===== src/hw/rtl/vml_pkg.sv =====
`timescale 1ns / 1ps
package vml_pkg;

  localparam int CompWidthDef = 32;
  localparam int FracBitsDef  = 16;
  localparam int CfgWidth     = 32;

  localparam logic [CfgWidth-1:0]   MaxMagReset = {CfgWidth{1'b1}};
  localparam logic [2*CfgWidth-1:0] MaxSqReset  = MaxMagReset * MaxMagReset;

endpackage


===== src/hw/rtl/vml_sqrt_cell.sv =====
`timescale 1ns / 1ps
module vml_sqrt_cell import vml_pkg::*; #(
  parameter int IW = 3 * CompWidthDef + 4,
  parameter int QW = 2 * FracBitsDef,
  parameter int SW = FracBitsDef
) (
  input  logic          clk,
  input  logic          rst,
  input  logic          up_vld,
  output logic          up_rdy,
  input  logic [IW-1:0] up_item,
  input  logic [QW-1:0] up_q,
  input  logic [SW+1:0] up_rem,
  input  logic [SW-1:0] up_root,
  output logic          dn_vld,
  input  logic          dn_rdy,
  output logic [IW-1:0] dn_item,
  output logic [QW-1:0] dn_q,
  output logic [SW+1:0] dn_rem,
  output logic [SW-1:0] dn_root
);

  logic [SW+3:0] cur;
  logic [SW+3:0] trial;
  logic [SW+3:0] diff;
  logic          ge;

  assign cur    = {up_rem, up_q[QW-1:QW-2]};
  assign trial  = (SW+4)'({up_root, 2'b01});
  assign diff   = cur - trial;
  assign ge     = cur >= trial;
  assign up_rdy = !dn_vld || dn_rdy;

  always_ff @(posedge clk) begin
    if (rst) begin
      dn_vld <= 1'b0;
    end else if (up_rdy) begin
      dn_vld <= up_vld;
    end
    if (up_rdy && up_vld) begin
      dn_item <= up_item;
      dn_q    <= QW'({up_q, 2'b00});
      dn_rem  <= ge ? diff[SW+1:0] : cur[SW+1:0];
      dn_root <= SW'({up_root, ge});
    end
  end

endmodule


===== config.mk =====
export PLATFORM = sky130hd
export DESIGN_NAME = vml_sqrt_cell
export DESIGN_NICKNAME = d
export VERILOG_FILES = /design/src/hw/rtl/vml_pkg.sv /design/src/hw/rtl/vml_sqrt_cell.sv
export SDC_FILE = /design/constraint.sdc
export NUM_CORES = 1
export LEC_CHECK = 0
export ABC_CLOCK_PERIOD_IN_PS = 6100
export BUFFER_PORTS_ARGS = -buffer_cell sky130_fd_sc_hd__buf_4
export CAP_MARGIN = 25
export CORE_AREA = 2 2 131 133
export DETAILED_ROUTE_END_ITERATION = 6
export DIE_AREA = 0 0 133 135
export HOLD_SLACK_MARGIN = 0.05
export PLACE_DENSITY = 0.68
export REMOVE_ABC_BUFFERS = 1
export SLEW_MARGIN = 25
export SYNTH_ARGS = -nofsm -noshare
export SYNTH_HDL_FRONTEND = slang
export SYNTH_SLANG_ARGS = --single-unit

===== constraint.sdc =====
create_clock -name clk -period 6.1 [get_ports clk]
set_clock_uncertainty 0.05 [all_clocks]
set_input_delay 1.83 -clock clk [delete_from_list [all_inputs] [get_ports clk]]
set_output_delay 1.83 -clock clk [all_outputs]
set_load 0.1 [all_outputs]

==> flow_summary.json <==
{
  "clock_sinks": 165,
  "vias": 4126,
  "utilization": 0.581,
  "power_mw": 3.30,
  "ys_warn_count": 0,
  "fillCellCount": 1338,
  "vias_per_cell": 4.55,
  "synth_cell_type_count": 46,
  "critPathMaxStageDelay_ps": 240,
  "maxSlewViolCount": 0,
  "ant_nets": 0,
  "worstMarginPinSlew_ps": 793,
  "synth_top_area_cell": "edfxtp_1",
  "cap_violations": 0,
  "maxSlewHeadroom": 0.470,
  "placementRows": 47,
  "cp.arrival_ps": 2340,
  "cp_common_cell": "buf_4",
  "dieArea_um2": 18000,
  "grt_util_all_layers": 0.191,
  "die_h_um": 135,
  "cts-root-buf": "clkbuf_16",
  "worstPathRequired_ps": 4220,
  "synthTopCellsByArea": "edfxtp_1, ha_1, xnor2_1",
  "synth.avg_cell_area_um2": 19.3,
  "leakage_nw": 4.06,
  "fmaxAchievable_ghz": 0.237,
  "clk_latency_ps": 420,
  "cts-buffers-inserted": 17,
  "grt_first_pass_wirelength_mm": 24.8,
  "fin_crit_sh": 0.691,
  "start_util": 0.376,
  "dr.pass1.iters": 4,
  "start_kind": "input port",
  "drt_iter0_drc": 250,
  "nNetsFinal": 861,
  "syn-instance-count": 320,
  "placed_area_um2": 8940,
  "synth.cell_area_um2": 6160,
  "core-area_um2": 16400,
  "cts-resized-gates": 0,
  "power.density_nw_per_um2": 346,
  "final-hold-violation-count": 0,
  "drive_gt1_frac": 0.577,
  "min_path_type": "register to register",
  "crit_chain": "buf_4, nand2b_1, buf_4",
  "finish.instance_area_um2": 9530,
  "clk_pin_slew_worst_paths_ps": 70,
  "cts_setup_buffers": 0,
  "ys_seq_elements": 165,
  "place_hpwl_mm": 13.9,
  "postCtsHoldBufs": 0,
  "port_buffers": 335,
  "wl_mm": 17.6,
  "htree_levels": 4,
  "drc": 0,
  "grt_max_degree": 78,
  "diodes": 0,
  "crit_path_end_kind": "output pin",
  "worst-setup-path-type": "input port to output pin",
  "grt_pass1_vias": 4116,
  "outcome": "completed",
  "io_pins": 338,
  "setup_viol": 0,
  "grt_antenna_before_repair": 0,
  "rsz0062_at_grt": "no",
  "yosysSeqAreaShare": 0.802,
  "cts_tree": "done",
  "vdd_drop_max_mv": 0.186,
  "slowest_stage": "buf_4",
  "gp_congestion": 0.877,
  "wl_per_cell_um": 19.5,
  "die_x_um": 133,
  "clk_path_buf_depth": 2,
  "overflow": 0,
  "areaGrowthSynthToFinish_pct": 54.7,
  "finalWorstPathRequiredPeriod_ps": 4220,
  "cp_max_fo": 3,
  "netlist.area_leader.share": 0.799
}
[registers in the layout (all words and copies together) (netlist names)]
register	flops
dn_item	100
dn_q	30
dn_rem	18
dn_root	16
dn_vld	1
[cells by family (layout without fill, tap and decap cells)]
| logic type | count (synthesis) | in the layout | share of synthesized area |
|---|---|---|---|
| DFF | 165 | 165 | 0.802 |
| AOI/OAI and AO/OA | 41 | 41 | 0.0526 |
| and+or+nand+nor | 36 | 36 | 0.0290 |
| buffers and inverters | 25 | 390 | 0.0195 |
| adders and majority gates | 18 | 18 | 0.0365 |
| xor gates and xnor gates | 17 | 17 | 0.0242 |
| muxes | 17 | 17 | 0.0351 |
| other | 1 | 2 | 0.000609 |
[critical path: cells and delay by family]
kind,cells,cell delay (ps)
buf+inv,2,340
simple gates,1,160
[final timing paths]
check,startpoint,to,slack [ps],depth (start not counted)
max,dn_rdy,up_rdy,1880,3
min,dn_vld$_SDFFE_PP0N_,dn_vld$_SDFFE_PP0N_,470,2
max reg2reg,dn_vld$_SDFFE_PP0N_,dn_item[62]$_DFFE_PP_,4060,4
min reg2reg,dn_vld$_SDFFE_PP0N_,dn_vld$_SDFFE_PP0N_,470,2
[area by class of cell]
type                    instances  area, µm²  area share
well taps                     220        275      0.0289
flip-flops and latches        165       4940       0.519
inverters                      20       75.1     0.00788
multi-input cells             131       1100       0.116
clock buffers                  17        425      0.0446
repair buffers                338       2560       0.269
clock inverters                15        144      0.0151
[layer usage]
layer / GRT usage / routed length [µm] / vias up
li1: - / - / 1936
met1: 0.206 / 6350 / 1971
met2: 0.335 / 9400 / 189
met3: 0.0736 / 1390 / 30
met4: 0.0854 / 503 / 0
met5: 0 / 0 / -
[layout by cell type (no fill, tap or decap), types with 2 or more instances in the layout]
cell	count
a31oi_1	2
clkbuf_16	17
buf_4	336
and3_1	2
a211oi_2	2
a21oi_2	2
clkinvlp_4	2
o21ai_0	3
inv_1	20
nor3_1	2
xnor2_1	13
buf_12	2
nand2_1	10
nand3_1	2
nor2_1	10
edfxtp_1	164
inv_6	3
ha_1	18
mux2_2	9
clkinv_1	2
nand4_1	2
clkinv_4	3
o21ai_1	3
nand2b_1	3
a21oi_1	11
xor2_1	4
conb_1	2
mux2_4	7
o21a_1	3
o21bai_1	2
inv_8	3
[cells in the mapped netlist, drive strengths merged]
cell type and number:
edfxtp 164, inv 20, ha 18, mux2 16, a21oi 13, xnor2 13, nand2 10, nor2 10
o21ai 7, buf 5, xor2 4, a211oi 3, a31oi 3, nand2b 3, o21a 3, a311oi 2
and3 2, nand3 2, nand4 2, nor2b 2, nor3 2, o21bai 2, a2111oi 1, a21boi 1
a21o 1, a221o 1, and2 1, and2b 1, conb 1, dfxtp 1, mux2i 1, o211ai 1
o22ai 1, o31ai 1, o41a 1, or3 1
[stage by stage]
| step | setup WS [ps] | TNS [ps] | cells | hold slack (ps) |
|---|---|---|---|---|
| after floorplan | -981 | -160880 | 316 | 1680 |
| after global placement | 1670 | 0 | 873 | 455 |
| after detailed placement | 1640 | 0 | 873 | 471 |
| after CTS | 1880 | 0 | 905 | 480 |
| after global routing | 1850 | 0 | 906 | 518 |
| final | 1880 | 0 | 906 | 472 |
[report_power, final]
part	total [mW]	leakage (nW)	switching, mW	internal [mW]
combinational	0.909	2.20	0.679	0.229
sequential	1.36	1.59	0.0216	1.34
clock	1.03	0.275	0.458	0.572
(Power assumes the default switching activity.)
