### config.mk
export PLATFORM = sky130hd
export DESIGN_NAME = vml_scale_out_flat
export DESIGN_NICKNAME = d
export VERILOG_FILES = /design/src/hw/rtl/vml_pkg.sv /design/src/hw/rtl/vml_stream_if.sv /design/src/hw/rtl/vml_scale_out.sv /design/src/flat_wrapper.sv
export SDC_FILE = /design/constraint.sdc
export NUM_CORES = 2
export LEC_CHECK = 0
export BUFFER_PORTS_ARGS = -buffer_cell sky130_fd_sc_hd__clkbuf_2
export CORE_MARGIN = 2
export CORE_UTILIZATION = 56
export CTS_BUF_LIST = sky130_fd_sc_hd__clkbuf_16
export DETAILED_ROUTE_END_ITERATION = 10
export PLACE_DENSITY = 0.73
export SETUP_SLACK_MARGIN = 0.2
export SLEW_MARGIN = 5
export SYNTH_ARGS = -nofsm -noshare
export SYNTH_HDL_FRONTEND = slang
export SYNTH_SLANG_ARGS = --single-unit
export TNS_END_PERCENT = 1
### constraint.sdc
create_clock -name clk -period 9.94 [get_ports clk]
set_input_delay 0.994 -clock clk [delete_from_list [all_inputs] [get_ports clk]]
set_output_delay 0.994 -clock clk [all_outputs]
set_load 0.05 [all_outputs]
### src/hw/rtl/vml_pkg.sv
`timescale 1ns / 1ps
package vml_pkg;

  localparam int CompWidthDef = 32;
  localparam int FracBitsDef  = 16;
  localparam int CfgWidth     = 32;

  localparam logic [CfgWidth-1:0]   MaxMagReset = {CfgWidth{1'b1}};
  localparam logic [2*CfgWidth-1:0] MaxSqReset  = MaxMagReset * MaxMagReset;

endpackage

### src/hw/rtl/vml_stream_if.sv


interface vml_out_if #(parameter int W = 32) (input logic clk);
  logic         valid;
  logic         ready;
  logic [W-1:0] out_x;
  logic [W-1:0] out_y;
  logic [W-1:0] out_z;
  logic         was_limited;

  modport source (output valid, out_x, out_y, out_z, was_limited, input ready);
  modport sink   (input valid, out_x, out_y, out_z, was_limited, output ready);
endinterface

### src/hw/rtl/vml_scale_out.sv
`timescale 1ns / 1ps
module vml_scale_out import vml_pkg::*; #(
  parameter int W  = CompWidthDef,
  parameter int F  = FracBitsDef,
  parameter int SW = FracBitsDef,
  parameter int IW = 3 * CompWidthDef + 4
) (
  input  logic          clk,
  input  logic          rst,
  input  logic          up_vld,
  output logic          up_rdy,
  input  logic [IW-1:0] up_item,
  input  logic [SW-1:0] up_root,
  vml_out_if.source     out_ch
);

  logic [W-1:0]    mag [3];
  logic [2:0]      neg;
  logic            lim;
  logic [SW-1:0]   s;
  logic [W+SW-1:0] prod [3];
  logic [W-1:0]    res  [3];

  assign neg = up_item[3*W +: 3];
  assign lim = up_item[3*W+3];
  assign s   = (F == 0) ? '0 : up_root;

  always_comb begin
    for (int k = 0; k < 3; k++) begin
      mag[k]  = up_item[k*W +: W];
      prod[k] = (W+SW)'(mag[k]) * (W+SW)'(s);
      res[k]  = lim ? W'(prod[k] >> F) : mag[k];
      if (neg[k]) begin
        res[k] = ~res[k] + W'(1);
      end
    end
  end

  assign up_rdy = !out_ch.valid || out_ch.ready;

  always_ff @(posedge clk) begin
    if (rst) begin
      out_ch.valid <= 1'b0;
    end else if (up_rdy) begin
      out_ch.valid <= up_vld;
    end
    if (up_rdy && up_vld) begin
      out_ch.out_x       <= res[0];
      out_ch.out_y       <= res[1];
      out_ch.out_z       <= res[2];
      out_ch.was_limited <= lim;
    end
  end

endmodule

### src/flat_wrapper.sv
// flat-port wrapper written by rule: the top's interface ports become plain ports
module vml_scale_out_flat import vml_pkg::*;
#(
  parameter int W  = CompWidthDef,
  parameter int F  = FracBitsDef,
  parameter int SW = FracBitsDef,
  parameter int IW = 3 * CompWidthDef + 4
)
  (clk, rst, up_vld, up_rdy, up_item, up_root, out_ch_valid, out_ch_out_x, out_ch_out_y, out_ch_out_z, out_ch_was_limited, out_ch_ready);
  vml_out_if #(.W(W)) out_ch_i (.clk(clk));
  input  logic clk;
  input  logic rst;
  input  logic up_vld;
  output logic up_rdy;
  input  logic [IW-1:0] up_item;
  input  logic [SW-1:0] up_root;
  output wire logic [$bits(out_ch_i.valid)-1:0] out_ch_valid;
  output wire logic [$bits(out_ch_i.out_x)-1:0] out_ch_out_x;
  output wire logic [$bits(out_ch_i.out_y)-1:0] out_ch_out_y;
  output wire logic [$bits(out_ch_i.out_z)-1:0] out_ch_out_z;
  output wire logic [$bits(out_ch_i.was_limited)-1:0] out_ch_was_limited;
  input wire logic [$bits(out_ch_i.ready)-1:0] out_ch_ready;
  assign out_ch_valid = out_ch_i.valid;
  assign out_ch_out_x = out_ch_i.out_x;
  assign out_ch_out_y = out_ch_i.out_y;
  assign out_ch_out_z = out_ch_i.out_z;
  assign out_ch_was_limited = out_ch_i.was_limited;
  assign out_ch_i.ready = out_ch_ready;
  vml_scale_out #(.W(W), .F(F), .SW(SW), .IW(IW)) u_core (.clk(clk), .rst(rst), .up_vld(up_vld), .up_rdy(up_rdy), .up_item(up_item), .up_root(up_root), .out_ch(out_ch_i));
endmodule
==> metrics.md <==
| Metric | Value |
|---|---|
| Status | `completed` |
| Crit-path max cell delay | `about 670 ps` |
| Vias in the first global route | `around 48000` |
| Largest net degree at the start of global routing | `107` |
| Post-CTS Resized | `0` |
| Crit Path Category | `in2reg` |
| Hpwl dp | `127000 um` |
| Hold Startpoint | `u_core.out_ch.valid$_SDFFE_PP0N_` |
| Io pins | `219` |
| CP max FO | `28` |
| ANT nets after route | `0` |
| Yosys cell types | `102` |
| Arrival time at the worst endpoint | `around 9000 ps` |
| Core Rows | `116` |
| Vias per inst | `between 5 and 6` |
| Max-slew violations | `0` |
| Sequential-to-total area share from yosys stat | `0.0522` |
| Crit path from | `up_root[6]` |
| Vias after detailed routing | `45022` |
| Setup TNS | `0 ps` |
| Worst EP required | `10090 ps` |
| Endpoint type of the worst setup path | `flop` |
| Average wire per standard cell | `20.9 um` |
| Buf/Inv on CP | `6` |
| Clock Pin Slew Worst Setup and Hold Paths | `90 ps` |
| CTS sink cnt | `between 90 and 100` |
| Number of hold buffers added after CTS | `0` |
| Cell count of the worst hold path | `2` |
| CTS tree | `built` |
| Crit path max-delay cell type | `nor3_1` |
| I/O Buffers | `approximately 220` |
| Synth Net Count | `8250` |
| Worst Setup Start Kind | `input pin` |
| Most frequent cells in the layout | `1331 x inv_1, 1251 x fa_1, 1148 x nand2_1` |
| First-pass GRT wire length | `262000 um` |
| Layout cell share with drive strength beyond 1 | `0.0594` |
| Initial Util | `0.563` |
| DIE WIDTH | `321 um` |
| Fmax achieved | `114 MHz` |
| Post-CTS Setup Bufs | `0` |
| Worst min path class | `reg2reg` |
| Fin crit share | `0.884` |
| Share of flip-flops with an asynchronous set or reset | `0` |
| TritonRoute pass-1 iters | `6` |
| Gate Count Post-Synth | `6525` |
| R2r startpoint | `u_core.out_ch.valid$_SDFFE_PP0N_` |
| Chip height | `321 um` |
| Grt ovf | `0` |
| R2R Setup Slk | `7720 ps` |
| GRT Overall Usage | `0.327` |
| # nets final | `8172` |
| Worst relative slew slack | `0.356` |
| FF-to-FF path depth | `3` |
| Final Hold Viols | `0` |
| Max Root-Sink Buffers | `2` |
| Multi-input logic area | `approximately 47000 sq um` |
| Area Growth Syn to Fin | `3.96%` |
| Slew of the pin with the lowest slew margin | `966 ps` |
| Post-synth EDFFs | `97` |
| Reg area | `2930 sq um` |
| Worst Clk Skew | `14.3 ps` |
| Synth warn | `0` |
| Number of fillers in the final layout | `between 8000 and 9000` |
| Max Cap Viol | `0` |
| Die ar. | `103000 sq um` |
| Min Clock Period, post-route | `8790 ps` |
| Syn Area/Cell | `8.60 sq um` |
| Total core area | `99700 sq um` |
| Initial antenna violation count | `7` |
| Top_reg_cell synth | `edfxtp_1` |
| Worst hold endpoint | `u_core.out_ch.valid$_SDFFE_PP0N_` |
| Crit-path leading delay family | `adder cells` |
| Setup violators final | `0` |
| Commonest non-fill, non-tap cell in the layout | `inv_1` |
| Initial drt markers | `about 3400` |
| Post-Syn Area | `56100 sq um` |
| FF+latch count, synth | `98` |
| Final wirelength | `162000 um` |
| H-tree depth | `3` |
| Gp weighted congestion | `0.960` |
| Root buffer cell | `clkbuf_16` |
| RSZ-0062 raised after global routing | `false` |
| Clock latency on the worst-skew pair | `410 ps` |
| CP dominant cell by count | `fa_1` |
| Crit Reg-Reg Endpoint | `u_core.out_ch.out_z[30]$_DFFE_PP_` |
| Total clock buffers created by CTS | `9` |
| DR DRC count | `0` |
## routing by layer
metal,global-route usage,wire [um],vias up
met5,0,0,-
met4,0.141,7280,0
met3,0.0412,11900,389
met2,0.551,78800,1855
met1,0.425,63900,23063
li1,-,-,19715
## synthesized netlist by cell type (30+ instances only)
master / count / area [sq um]
xor2_1: 55 / 482
xnor2_1: 90 / 788
nand2_1: 1148 / 4310
ha_1: 354 / 4430
and2_1: 615 / 3850
nand3_1: 53 / 265
o21ai_0: 116 / 581
nor2_1: 152 / 571
fa_1: 1251 / 25000
inv_1: 1331 / 5000
edfxtp_1: 97 / 2910
a21o_1: 45 / 338
a21oi_1: 187 / 936
nand4_1: 51 / 319
nor3_1: 50 / 250
clkbuf_1: 328 / 1230
o211ai_1: 30 / 225
## cells by family after synthesis
group	Yosys count	share of synthesized area
adders and majority gates	1605	0.525
DFF	98	0.0522
muxes	40	0.00740
xor gates and xnor gates	145	0.0226
AOI/OAI and AO/OA	696	0.0856
buffers and inverters	1705	0.115
and+or+nand+nor	2236	0.192
## worst max path at each step
stage | end | slack, ps | cells past startpoint
2_1_floorplan | u_core.out_ch.out_y[28]$_DFFE_PP_ | 1730 | 30
3_3_place_gp | u_core.out_ch.out_z[13]$_DFFE_PP_ | 910 | 25
3_5_place_dp | u_core.out_ch.out_y[30]$_DFFE_PP_ | 880 | 26
4_1_cts | u_core.out_ch.out_z[13]$_DFFE_PP_ | 1300 | 25
5_1_grt | u_core.out_ch.out_y[28]$_DFFE_PP_ | 800 | 24
6_report | u_core.out_ch.out_z[23]$_DFFE_PP_ | 1150 | 25
## state kept, by name (all words and copies together), names as in the netlist
signal / cells
u_core.out_ch.out_z: 32
u_core.out_ch.valid: 1
u_core.out_ch.out_y: 32
u_core.out_ch.was_limited: 1
u_core.out_ch.out_x: 32
## layout make-up
class	count	area share
well taps	1298	0.0278
clock buffers	9	0.00386
repair buffers	284	0.0293
flip-flops and latches	98	0.0503
multi-input cells	4722	0.801
clock inverters	7	0.00169
inverters	1332	0.0857
diodes	3	0.000129
## worst reg2reg max path, cell delays in order, from the launching register on
cell	delay, ps
dfxtp_1	320
nand2b_1	100
and2_4	560
buf_4	760
## per-stage QoR
stage / instance area [sq um] / util / worst slack (ps) / hold WS (ps) / instances
floorplan: 56100 / - / 1730 / 1060 / 6525
global placement: 58000 / 0.582 / 909 / 498 / 7734
detailed placement: 58000 / 0.582 / 881 / 518 / 7734
CTS: 58400 / 0.585 / 1300 / 530 / 7750
global route: 58400 / 0.585 / 800 / 555 / 7750
finish: 58400 / 0.585 / 1150 / 525 / 7753
Power is not shown: default switching activity piles up to over one toggle a cycle in this logic, so the estimate is an artifact.
