## src/hw/rtl/vml_pkg.sv

```systemverilog
`timescale 1ns / 1ps
package vml_pkg;

  localparam int CompWidthDef = 32;
  localparam int FracBitsDef  = 16;
  localparam int CfgWidth     = 32;

  localparam logic [CfgWidth-1:0]   MaxMagReset = {CfgWidth{1'b1}};
  localparam logic [2*CfgWidth-1:0] MaxSqReset  = MaxMagReset * MaxMagReset;

endpackage

```

## src/hw/rtl/vml_div_cell.sv

```systemverilog
`timescale 1ns / 1ps
module vml_div_cell import vml_pkg::*; #(
  parameter int IW = 3 * CompWidthDef + 4,
  parameter int DW = 2 * CompWidthDef,
  parameter int QW = 2 * FracBitsDef
) (
  input  logic          clk,
  input  logic          rst,
  input  logic          up_vld,
  output logic          up_rdy,
  input  logic [IW-1:0] up_item,
  input  logic [DW-1:0] up_rem,
  input  logic [DW-1:0] up_den,
  input  logic [QW-1:0] up_q,
  output logic          dn_vld,
  input  logic          dn_rdy,
  output logic [IW-1:0] dn_item,
  output logic [DW-1:0] dn_rem,
  output logic [DW-1:0] dn_den,
  output logic [QW-1:0] dn_q
);

  logic [DW:0] shl;
  logic [DW:0] diff;
  logic        ge;

  assign shl    = {up_rem, 1'b0};
  assign diff   = shl - {1'b0, up_den};
  assign ge     = shl >= {1'b0, up_den};
  assign up_rdy = !dn_vld || dn_rdy;

  always_ff @(posedge clk) begin
    if (rst) begin
      dn_vld <= 1'b0;
    end else if (up_rdy) begin
      dn_vld <= up_vld;
    end
    if (up_rdy && up_vld) begin
      dn_item <= up_item;
      dn_den  <= up_den;
      dn_rem  <= ge ? diff[DW-1:0] : shl[DW-1:0];
      dn_q    <= QW'({up_q, ge});
    end
  end

endmodule

```

## config.mk

```make
export PLATFORM = sky130hd
export DESIGN_NAME = vml_div_cell
export DESIGN_NICKNAME = d
export VERILOG_FILES = /design/src/hw/rtl/vml_pkg.sv /design/src/hw/rtl/vml_div_cell.sv
export SDC_FILE = /design/constraint.sdc
export NUM_CORES = 1
export LEC_CHECK = 0
export ABC_CLOCK_PERIOD_IN_PS = 11050
export BUFFER_PORTS_ARGS = -buffer_cell sky130_fd_sc_hd__buf_4
export CORE_AREA = 2 2 202 204
export CTS_BUF_LIST = sky130_fd_sc_hd__clkbuf_4 sky130_fd_sc_hd__clkbuf_8
export DETAILED_ROUTE_END_ITERATION = 10
export DIE_AREA = 0 0 204 206
export GPL_TIMING_DRIVEN = 0
export PLACE_DENSITY = 0.59
export SYNTH_ARGS = -nofsm -noshare
export SYNTH_HDL_FRONTEND = slang
export SYNTH_SLANG_ARGS = --single-unit
```

## constraint.sdc

```tcl
create_clock -name clk -period 11.05 [get_ports clk]
set_clock_uncertainty 0.15 [all_clocks]
set_input_delay 2.21 -clock clk [delete_from_list [all_inputs] [get_ports clk]]
set_output_delay 2.21 -clock clk [all_outputs]
set_load 0.005 [all_outputs]
```

==> results of run 1 <==
[Yosys cell counts, types with 8 or more instances]
master	instances	share of area (%)
a21o_1	35	2.1
a21oi_1	87	3.4
and2_1	8	0.39
buf_2	10	0.39
clkbuf_1	23	0.68
edfxtp_1	260	61
ha_1	64	6.3
inv_1	84	2.5
nand2_1	110	3.2
nand2b_1	12	0.59
nand3_1	15	0.59
nand4_1	20	0.98
nor2_1	49	1.4
o21ai_0	38	1.5
o21ai_1	59	2.3
o21bai_1	18	1.1
xnor2_1	20	1.4
xor2_1	40	2.8
[state kept, by name (all words and copies together), names as in the netlist]
name and cells:
dn_item 100, dn_q 32, dn_rem 64, dn_den 64, dn_vld 1
[logic make-up after synthesis]
logic type | after synthesis
adders and majority gates | 65
and+or+nand+nor | 244
muxes | 4
buffers and inverters | 125
AOI/OAI and AO/OA | 301
DFF | 261
xor gates and xnor gates | 60
[worst register-to-register path, cell delays in order (launching register included)]
cell and delay (ns):
dfxtp_1 0.32, nand2b_1 0.12, and2_4 0.77, buf_16 0.38, buf_16 0.41
[per-layer routing]
metal,wire [um],up-vias
met5,0,-
met4,1170,0
met1,16800,5018
met3,3310,66
li1,-,5063
met2,23800,438
[how the worst min path moves through the flow]
stage / start / to / slack (ns)
floorplan: dn_vld / dn_vld / 0.37
global placement: dn_vld / dn_vld / 0.38
detailed placement: dn_vld / dn_vld / 0.40
CTS: dn_vld / dn_vld / 0.41
global route: dn_vld / dn_vld / 0.46
finish: dn_vld / dn_vld / 0.41
[cell type report]
type / count / area [um^2]
Antenna cell: 6 / 15.0
Buffer: 41 / 208
Clock buffer: 53 / 679
Clock inverter: 24 / 166
Fill cell: 3811 / 21900
Inverter: 84 / 315
Multi-Input combinational cell: 674 / 4390
Sequential cell: 261 / 7830
Tap cell: 532 / 666
Timing Repair Buffer: 527 / 4020
[stage by stage]
step	hold slack, ns	power (uW)
6_report	0.412	2620
5_1_grt	0.462	2750
4_1_cts	0.406	2660
3_5_place_dp	0.396	1790
3_3_place_gp	0.384	1800
2_1_floorplan	0.372	1510
[power by group through the flow]
stage          combinational, uW  sequential, uW  clock, uW
2_1_floorplan                258            1250          0
3_3_place_gp                 550            1250          0
3_5_place_dp                 559            1230          0
4_1_cts                      561            1210        886
5_1_grt                      613            1220        917
6_report                     556            1210        853
==> qor.yml, run 1 <==
status:
  outcome: "completed"
layout:
  layout_common_cells: "buf_4, edfxtp_1, nand2_1"
  syn_to_final_growth_pct: 43.5
  drive_gt1_share_pct: 37.5
  nets: 1962
  postLayoutCellArea_um2: 18300
  final_util_pct: 45.5
  final_common_cell: "buf_4"
  instances_no_fill: 2202
setup_path:
  endpoint: "dn_rem[37]"
  start_kind: "input port"
  crit_fanout: 10
  r2r_setup_slack_ns: 8.51
  cp-end-kind: "flop"
  critical_path.slowest_cell: "clkbuf_1"
  required_ns: 11.20
  cpLargestDelayFamily: "compound AO/OA/AOI/OAI gates"
  critPathBufInv: 4
  cp_common_cell: "o21ai_1"
  critPathLaunch: "up_den[16]"
  critical_path_class: "in -> reg"
  reg2reg_to: "dn_den[44]"
  path_depth: 14
  cp_cell_sequence: "buf_4 -> inv_1 -> ha_1 -> buf_2 -> a21oi_1 -> o21ai_1 -> a211oi_1 -> o21ai_0 -> a21oi_2 -> o21a_2 -> nand3_2 -> a31oi_4 -> clkbuf_1 -> o21ai_1"
  crit_arrival_ns: 5.50
  cp_slowest_stage_delay_ns: 0.47
  ff2ff_path_depth: 4
  r2r-start: "dn_vld"
global_route:
  grt_use_total_pct: 20.4
  grt_use_met3_pct: 5.36
  first_global_vias: 10400
  grt_max_degree: 74
  use_met1_pct: 22.5
  overflow: 0
  antenna_found_initial: 4
  grt_pass1_wl_um: 63100
  busiest_layer: "met2"
  use_met2_pct: 37.1
pwr:
  clkPwrFrac_pct: 32.5
  p_int_uw: 1910
  power_density_nw_per_um2: 143
  p_sw_share_pct: 27.2
  p_seq_share_pct: 46.2
  vdd_ir_drop_max_mv: 0.0961
  switching_power_uw: 712
  comb_power_share_pct: 21.2
  p_leak_uw: 0.00796
floorplanning:
  rows: 74
  fp.dieW_um: 204
  start_util_pct: 31.7
  core-area_um2: 40200
  die_area_um2: 42000
  die_h_um: 206
  pin_count: 526
timing:
  slew_headroom_pct: 39.3
  maxSlewViolCount: 0
  tightest_slew_ns: 0.911
  setup_viol: 0
  max_freq_ghz: 0.187
  finalHoldViolCount: 0
  min_period_ns: 5.35
  fin_ws_ns: 5.70
  rsz0062_at_grt: "false"
  tns_ns: 0
  fin_crit_sh_pct: 48.4
placement:
  dp.cells: 2119
  dp_hpwl_um: 36800
  io_buffers: 524
  place_congestion: 0.880
  placed_area_um2: 17400
  pre_cts_ws_ns: 5.01
synth:
  avgSynthCellArea_um2: 12.0
  synthArstFlopShare_pct: 0
  yosys_warnings: 0
  synth_top_family_by_area: "compound AO/OA/AOI/OAI gates"
  synthFlopType: "edfxtp_1"
  synthXorXnorAreaFrac_pct: 4.13
  yosysSeqAreaShare_pct: 61.5
  yosys.area_share.simple_pct: 8.77
  synthMuxAreaShare_pct: 0.432
  synth_edf_count: 260
  synth_area_um2: 12700
  syn_nets: 1389
  synth_compound_area_share_pct: 14.6
  synth_seq_cells: 261
  synth_cells: 1060
  synth-adder-area-share_pct: 6.45
  ys_types: 60
clock_tree:
  postCtsSetupRepairBufs: 0
  clk_path_buf_depth: 3
  cts.repair.resized: 0
  clk_pin_slew_worst_paths_ns: 0.06
  worstSkewPairLatency_ns: 0.57
  cts_root_buf: "clkbuf_8"
  hold_buffers: 0
  cts_tree: "done"
  htreeDepth: 2
  numCtsBuffers: 44
  numClockSinks: 261
routing:
  vias: 10600
  remaining_drc_errors: 0
  ant_nets: 0
  drtIter0Drc: 608
  totalWireLength_um: 45100
  wl_per_cell_um: 20.5
  viasPerCell: 4.81
  drt-pass1-iter-count: 6
run:
  drv_cap: 0
worst_hold_path:
  holdPathStages: 2
  hold_path.class: "reg -> reg"
(Power assumes the default switching activity.)
==> run 2: changes to the inputs <==
==> config.mk (replaced) <==
export PLATFORM = sky130hd
export DESIGN_NAME = vml_div_cell
export DESIGN_NICKNAME = d
export VERILOG_FILES = /design/src/hw/rtl/vml_pkg.sv /design/src/hw/rtl/vml_div_cell.sv
export SDC_FILE = /design/constraint.sdc
export NUM_CORES = 1
export LEC_CHECK = 0
export ABC_AREA = 1
export ABC_CLOCK_PERIOD_IN_PS = 5100
export BUFFER_PORTS_ARGS = -buffer_cell sky130_fd_sc_hd__buf_4
export CORE_AREA = 2 2 207 209
export CTS_BUF_LIST = sky130_fd_sc_hd__clkbuf_4 sky130_fd_sc_hd__clkbuf_8
export DETAILED_ROUTE_END_ITERATION = 10
export DIE_AREA = 0 0 209 211
export GPL_TIMING_DRIVEN = 0
export PLACE_DENSITY = 0.63
export SYNTH_ARGS = -nofsm -noshare
export SYNTH_HDL_FRONTEND = slang
export SYNTH_SLANG_ARGS = --single-unit
==> constraint.sdc (replaced) <==
create_clock -name clk -period 5.1 [get_ports clk]
set_clock_uncertainty 0.15 [all_clocks]
set_input_delay 1.02 -clock clk [delete_from_list [all_inputs] [get_ports clk]]
set_output_delay 1.02 -clock clk [all_outputs]
set_load 0.005 [all_outputs]
==> qor.yml, run 2 <==
layout:
  layout_common_cells: "nand2_1, buf_4, inv_1"
  drive_gt1_share_pct: 27.1  # -10 points
  multi_input_area_um2: 5630  # +28%
  final_common_cell: "nand2_1"
  syn_to_final_growth_pct: 38.2
  register_area_um2: 7830  # unchanged
  final.fill_count: 4125  # +8.2%
  nets: 2757  # +41%
  reg_top3: "dn_item (100), dn_den (64), dn_rem (64)"
  instances_no_fill: 3014  # +37%
  largest_register_ffs: 100  # unchanged
  regMostFlops: "dn_item"
routing:
  viasPerCell: 4.58  # -4.8%
  vias: 13800  # +30%
  drt-pass1-iter-count: 5  # -1
  remaining_drc_errors: 0  # unchanged
  wl_per_cell_um: 19.3  # -5.6%
  totalWireLength_um: 58200  # +29%
  drtIter0Drc: 805  # +32%
  ant_nets: 0  # unchanged
pwr:
  vdd_ir_drop_max_mv: 0.198  # +110%
  power_density_nw_per_um2: 285  # +99%
  p_seq_share_pct: 44.0  # -2.2 points
  switching_power_uw: 1750  # +150%
  comb_power_share_pct: 23.8  # +2.6 points
  clkPwrFrac_pct: 32.2  # -0.3 points
  p_sw_share_pct: 29.3  # +2.2 points
  finalPower_uw: 5950  # +130%
  p_leak_uw: 0.0109  # +37%
  p_int_uw: 4210  # +120%
run:
  drv_cap: 0  # unchanged
global_route:
  grt_pass1_wl_um: 83900  # +33%
  use_met2_pct: 44.7  # +7.6 points
  busiest_layer: "met2"
  grt_use_met3_pct: 5.69  # +0.33 points
  grt_use_total_pct: 26.0  # +5.6 points
  use_met1_pct: 30.6  # +8.0 points
  antenna_found_initial: 13  # +9
  grt_max_degree: 34  # -54%
  first_global_vias: 13800  # +33%
  overflow: 0  # unchanged
synth:
  ys_types: 33  # -45%
  synth_seq_cells: 261  # unchanged
  yosys.area.top_type: "edfxtp_1"
  synth_top_area_share_pct: 51.7  # -9.6 points
  synthTopCellsByArea: "edfxtp_1, nand2_1, inv_1, ha_1, nand3_1"
  synthArstFlopShare_pct: 0  # unchanged
  synthFlopType: "edfxtp_1"
  synth_edf_count: 260  # unchanged
  yosysSeqAreaShare_pct: 51.8  # -9.7 points
  yosys_warnings: 0  # unchanged
  synth_common_cells: "nand2_1, inv_1, edfxtp_1"
  synth_area_um2: 15100  # +19%
  avgSynthCellArea_um2: 8.18  # -32%
  syn_nets: 2175  # +57%
  synth_cells: 1846  # +74%
  synth_most_common_cell: "nand2_1"
setup_path:
  required_ns: 5.29  # -5.91 ns
  cp-end-kind: "flop"
  reg2reg_to: "dn_rem[50]"
  endpoint: "dn_rem[45]"
  ff2ff_path_depth: 6  # +2
  critPathLaunch: "up_den[48]"
  r2r_setup_slack_ns: 2.50  # -6.01 ns
  crit_arrival_ns: 3.62  # -1.88 ns
  start_kind: "input port"
  r2r-start: "dn_vld"
  crit_fanout: 10  # unchanged
  critical_path_class: "in -> reg"
placement:
  place_congestion: 0.910  # +3.3%
  io_buffers: 524  # unchanged
  dp_hpwl_um: 49600  # +35%
  dp.cells: 2918  # +38%
floorplanning:
  die_h_um: 211  # +2.4%
  die_area_um2: 44100  # +4.9%
  core-area_um2: 41800  # +3.9%
  rows: 75  # +1.4%
  pin_count: 526  # unchanged
  fp.dieW_um: 209  # +2.5%
  start_util_pct: 36.2  # +4.5 points
timing:
  min_period_ns: 3.43
  max_freq_ghz: 0.292
  setup_viol: 0  # unchanged
  rsz0062_at_grt: "false"
  maxSlewViolCount: 0  # unchanged
  fin_crit_sh_pct: 67.2
  tightest_slew_ns: 0.826  # -0.0849 ns
  finalHoldViolCount: 0  # unchanged
  slew_headroom_pct: 44.8  # +5.5 points
clock_tree:
  worstSkewPairLatency_ns: 0.59  # +0.02 ns
  cts_root_buf: "clkbuf_8"
  cts.repair.resized: 0  # unchanged
  cts_tree: "done"
  clk_pin_slew_worst_paths_ns: 0.06  # about the same
  htreeDepth: 2  # unchanged
  hold_buffers: 0  # unchanged
  numCtsBuffers: 47  # +6.8%
  clk_path_buf_depth: 3  # unchanged
  numClockSinks: 261  # unchanged
  postCtsSetupRepairBufs: 0  # unchanged
worst_hold_path:
  worstHoldStart: "dn_vld"
  hold_path.class: "reg -> reg"
status:
  outcome: "completed"
==> run 2: layer usage <==
layer | share of wire (%) | vias to the layer above
met2 | 48 | 476
met1 | 41 | 6284
li1 | - | 6927
met4 | 4.4 | 0
met3 | 6.3 | 104
met5 | 0 | -
==> run 2: worst max-delay path, cell delays in order <==
cell	delay [ns]
buf_4	0.09
inv_1	0.04
ha_1	0.41
nand2_1	0.16
nor2_1	0.23
nand2_1	0.16
nor3_1	0.43
nand2_1	0.17
nor2_4	0.13
nor2_4	0.12
buf_1	0.33
nand3_1	0.20
nand2_1	0.12
==> run 2: worst min path at each step <==
stage	endpoint	slack (ns)	cells after the start
2_1_floorplan	dn_vld	0.39	2
3_3_place_gp	dn_vld	0.39	2
3_5_place_dp	dn_vld	0.40	2
5_1_grt	dn_q[20]	0.39	1
4_1_cts	dn_q[20]	0.38	1
6_report	dn_vld	0.42	2
==> run 2: power groups by stage <==
stage / Combinational [uW] / Clock (uW) / Sequential (uW)
4_1_cts: 1430 / 1980 / 2620
2_1_floorplan: 673 / 0 / 2690
5_1_grt: 1570 / 2060 / 2630
3_3_place_gp: 1390 / 0 / 2690
6_report: 1420 / 1920 / 2620
3_5_place_dp: 1420 / 0 / 2660
==> run 2: stage by stage <==
step	util (%)	worst slack, ns	setup TNS (ns)	hold slack [ns]	instance area, um^2
after CTS	49.9	1.72	0	0.380	20800
final	50.0	1.67	0	0.422	20900
after global routing	50.0	1.54	0	0.394	20900
after global placement	47.3	-2.58	-661.86	0.385	19700
after detailed placement	47.7	1.06	0	0.402	19900
after floorplan	-	-0.785	-204.06	0.389	15100
==> run 2: layout make-up <==
cell class                      instances  share of cell area [%]
Timing Repair Buffer                  533                    19.8
Clock inverter                         13                   0.378
Buffer                                 19                   0.689
Clock buffer                           70                    3.96
Tap cell                              539                    3.23
Sequential cell                       261                    37.5
Multi-Input combinational cell       1161                    27.0
Antenna cell                           13                   0.156
Inverter                              405                    7.34
==> run 2: cells by family (layout without fill, tap and decap cells) <==
group,count (synthesis),count (layout),synth area share [%]
buffers and inverters,424,1040,11.0
adder cells (fa/ha/maj),65,65,5.43
AO/OA/AOI/OAI,50,50,1.69
AND/OR/NAND/NOR,1015,1015,28.3
flip-flops,261,261,51.8
XOR/XNOR,31,31,1.80
other,0,13,0
==> run 3: changes to the inputs <==
==> config.mk (replaced) <==
export PLATFORM = sky130hd
export DESIGN_NAME = vml_div_cell
export DESIGN_NICKNAME = d
export VERILOG_FILES = /design/src/hw/rtl/vml_pkg.sv /design/src/hw/rtl/vml_div_cell.sv
export SDC_FILE = /design/constraint.sdc
export NUM_CORES = 1
export LEC_CHECK = 0
export ABC_AREA = 0
export ABC_CLOCK_PERIOD_IN_PS = 3100
export BUFFER_PORTS_ARGS = -buffer_cell sky130_fd_sc_hd__buf_4
export CORE_AREA = 2 2 202 204
export CTS_BUF_LIST = sky130_fd_sc_hd__clkbuf_4 sky130_fd_sc_hd__clkbuf_8
export DETAILED_ROUTE_END_ITERATION = 10
export DIE_AREA = 0 0 204 206
export GPL_TIMING_DRIVEN = 0
export PLACE_DENSITY = 0.61
export SYNTH_ARGS = -nofsm -noshare
export SYNTH_HDL_FRONTEND = slang
export SYNTH_SLANG_ARGS = --single-unit
==> constraint.sdc (replaced) <==
create_clock -name clk -period 3.1 [get_ports clk]
set_clock_uncertainty 0.15 [all_clocks]
set_input_delay 0.62 -clock clk [delete_from_list [all_inputs] [get_ports clk]]
set_output_delay 0.62 -clock clk [all_outputs]
set_load 0.005 [all_outputs]
==> qor.yml, run 3 (same netlist as run 1, synthesis figures left out) <==
status:
  outcome: "completed"
clock_tree:
  cts_tree: "done"
  clk_path_buf_depth: 3  # unchanged
  htreeDepth: 2  # unchanged
  numCtsBuffers: 47  # unchanged
  worstSkewPairLatency_ns: 0.59  # about the same
  cts_root_buf: "clkbuf_8"
  clk_pin_slew_worst_paths_ns: 0.06  # about the same
  numClockSinks: 261  # unchanged
placement:
  io_buffers: 524  # unchanged
  place_congestion: 0.886  # -2.6%
  dp_hpwl_um: 36600  # -26%
  pre_cts_ws_ns: -1.14  # -2.20 ns
  dp.cells: 2119  # -27%
timing:
  fin_crit_sh_pct: 98.4
  setup_viol: 0  # unchanged
  fin_ws_ns: 0.0508  # -1.62 ns
  min_period_ns: 3.05
  slew_headroom_pct: 36.0  # -8.8 points
  maxSlewViolCount: 0  # unchanged
  tightest_slew_ns: 0.960  # +0.134 ns
  timing.hold.ws_ns: 0.0388  # -0.384 ns
  finalHoldViolCount: 0  # unchanged
  max_freq_ghz: 0.328
global_route:
  overflow: 0  # unchanged
  first_global_vias: 10800  # -22%
  grt_max_degree: 69  # +100%
  antenna_found_initial: 1  # -12
  grt_use_total_pct: 20.8  # -5.1 points
  grt_pass1_wl_um: 65200  # -22%
pwr:
  switching_power_uw: 2670  # +53%
  finalPower_uw: 9780  # +64%
  clkPwrFrac_pct: 33.4  # +1.2 points
  p_leak_uw: 0.00832  # -24%
  p_sw_share_pct: 27.3  # -2.0 points
  comb_power_share_pct: 22.5  # -1.3 points
  vdd_ir_drop_max_mv: 0.399  # +100%
  power_density_nw_per_um2: 505  # +77%
  p_seq_share_pct: 44.1  # about the same
  p_int_uw: 7110  # +69%
layout:
  instances_no_fill: 2234  # -26%
  drive_gt1_share_pct: 43.1  # +16 points
  syn_to_final_growth_pct: 52.0
  nets: 2003  # -27%
  layout_common_cells: "buf_4, edfxtp_1, nand2_1"
  final_common_cell: "buf_4"
  regMostFlops: "dn_item"
  reg_top3: "dn_item (100), dn_den (64), dn_rem (64)"
  largest_register_ffs: 100  # unchanged
  final.fill_count: 3697  # -10%
setup_path:
  crit_arrival_ns: 3.26  # -0.36 ns
  critical_path_class: "in -> reg"
  cp-end-kind: "flop"
  crit_fanout: 7  # -3
  start_kind: "input port"
  r2r_setup_slack_ns: 0.62  # -1.88 ns
  required_ns: 3.31  # -1.98 ns
routing:
  wl_per_cell_um: 20.7  # +7.2%
  vias: 10700  # -22%
  totalWireLength_um: 46300  # -21%
  drt-pass1-iter-count: 5  # unchanged
  ant_nets: 0  # unchanged
  drtIter0Drc: 642  # -20%
  remaining_drc_errors: 0  # unchanged
  viasPerCell: 4.80  # +4.9%
worst_hold_path:
  hold_path.class: "in -> reg"
floorplanning:
  pin_count: 526  # unchanged
  die_h_um: 206  # -2.4%
  die_area_um2: 42000  # -4.7%
  core-area_um2: 40200  # -3.8%
  rows: 74  # -1.3%
  start_util_pct: 31.7  # -4.5 points
  fp.dieW_um: 204  # -2.4%
run:
  drv_cap: 0  # unchanged
-- run 3: final timing paths --
kind	startpoint	to	depth (start not counted)
max	up_rem[8]	dn_rem[54]	13
min reg2reg	dn_vld	dn_vld	2
min	up_item[73]	dn_item[73]	1
max reg2reg	dn_vld	dn_den[57]	4
-- run 3: power groups by stage --
stage | sequential (uW) | clock [uW] | combinational, uW
finish | 4320 | 3260 | 2200
global route | 4340 | 3470 | 2400
CTS | 4320 | 3350 | 2130
detailed placement | 4390 | 0 | 2050
global placement | 4400 | 0 | 2010
floorplan | 4430 | 0 | 968
-- run 3: through the flow --
step | setup TNS (ns) | util (%) | instance area, um^2
finish | 0 | 48.2 | 19400
global route | -0.154 | 48.2 | 19400
CTS | 0 | 47.4 | 19000
detailed placement | -66.89 | 43.9 | 17700
global placement | -294.54 | 43.7 | 17600
floorplan | -13.28 | - | 13000
-- run 3: routing by layer --
layer	vias to the layer above	GRT usage [%]	routed length, um
li1	5143	-	-
met1	5142	23.7	17800
met2	383	38.8	24500
met3	58	5.33	3080
met4	0	5.15	916
met5	-	0	0
-- run 3: what timing repair did --
action                                  CTS  global route
gates cloned                              0             1
hold buffers                             29             0
buffers inserted                          7             7
gates resized for setup                  37            55
hold endpoints to repair                 29             0
pin swaps                                 6            20
endpoints found under the setup margin   64            64
-- run 3: cell type report --
class,count,area (um^2),area share [%]
diodes,2,5.00,0.0259
plain buffers,35,260,1.34
clock buffers,59,737,3.81
clock inverters,16,159,0.821
inverters,84,328,1.69
multi-input cells,674,4930,25.5
flip-flops and latches,261,7830,40.4
well taps,532,666,3.44
repair buffers,571,4440,23.0
-- run 3: critical path, stage by stage --
cell	delay, ns
buf_4	0.12
ha_1	0.27
buf_2	0.16
a21o_1	0.20
o21bai_1	0.20
a41oi_2	0.38
nand3_4	0.14
a21oi_4	0.25
o21ai_2	0.13
a21oi_1	0.33
o21ai_0	0.20
xnor2_1	0.18
o21ai_1	0.07
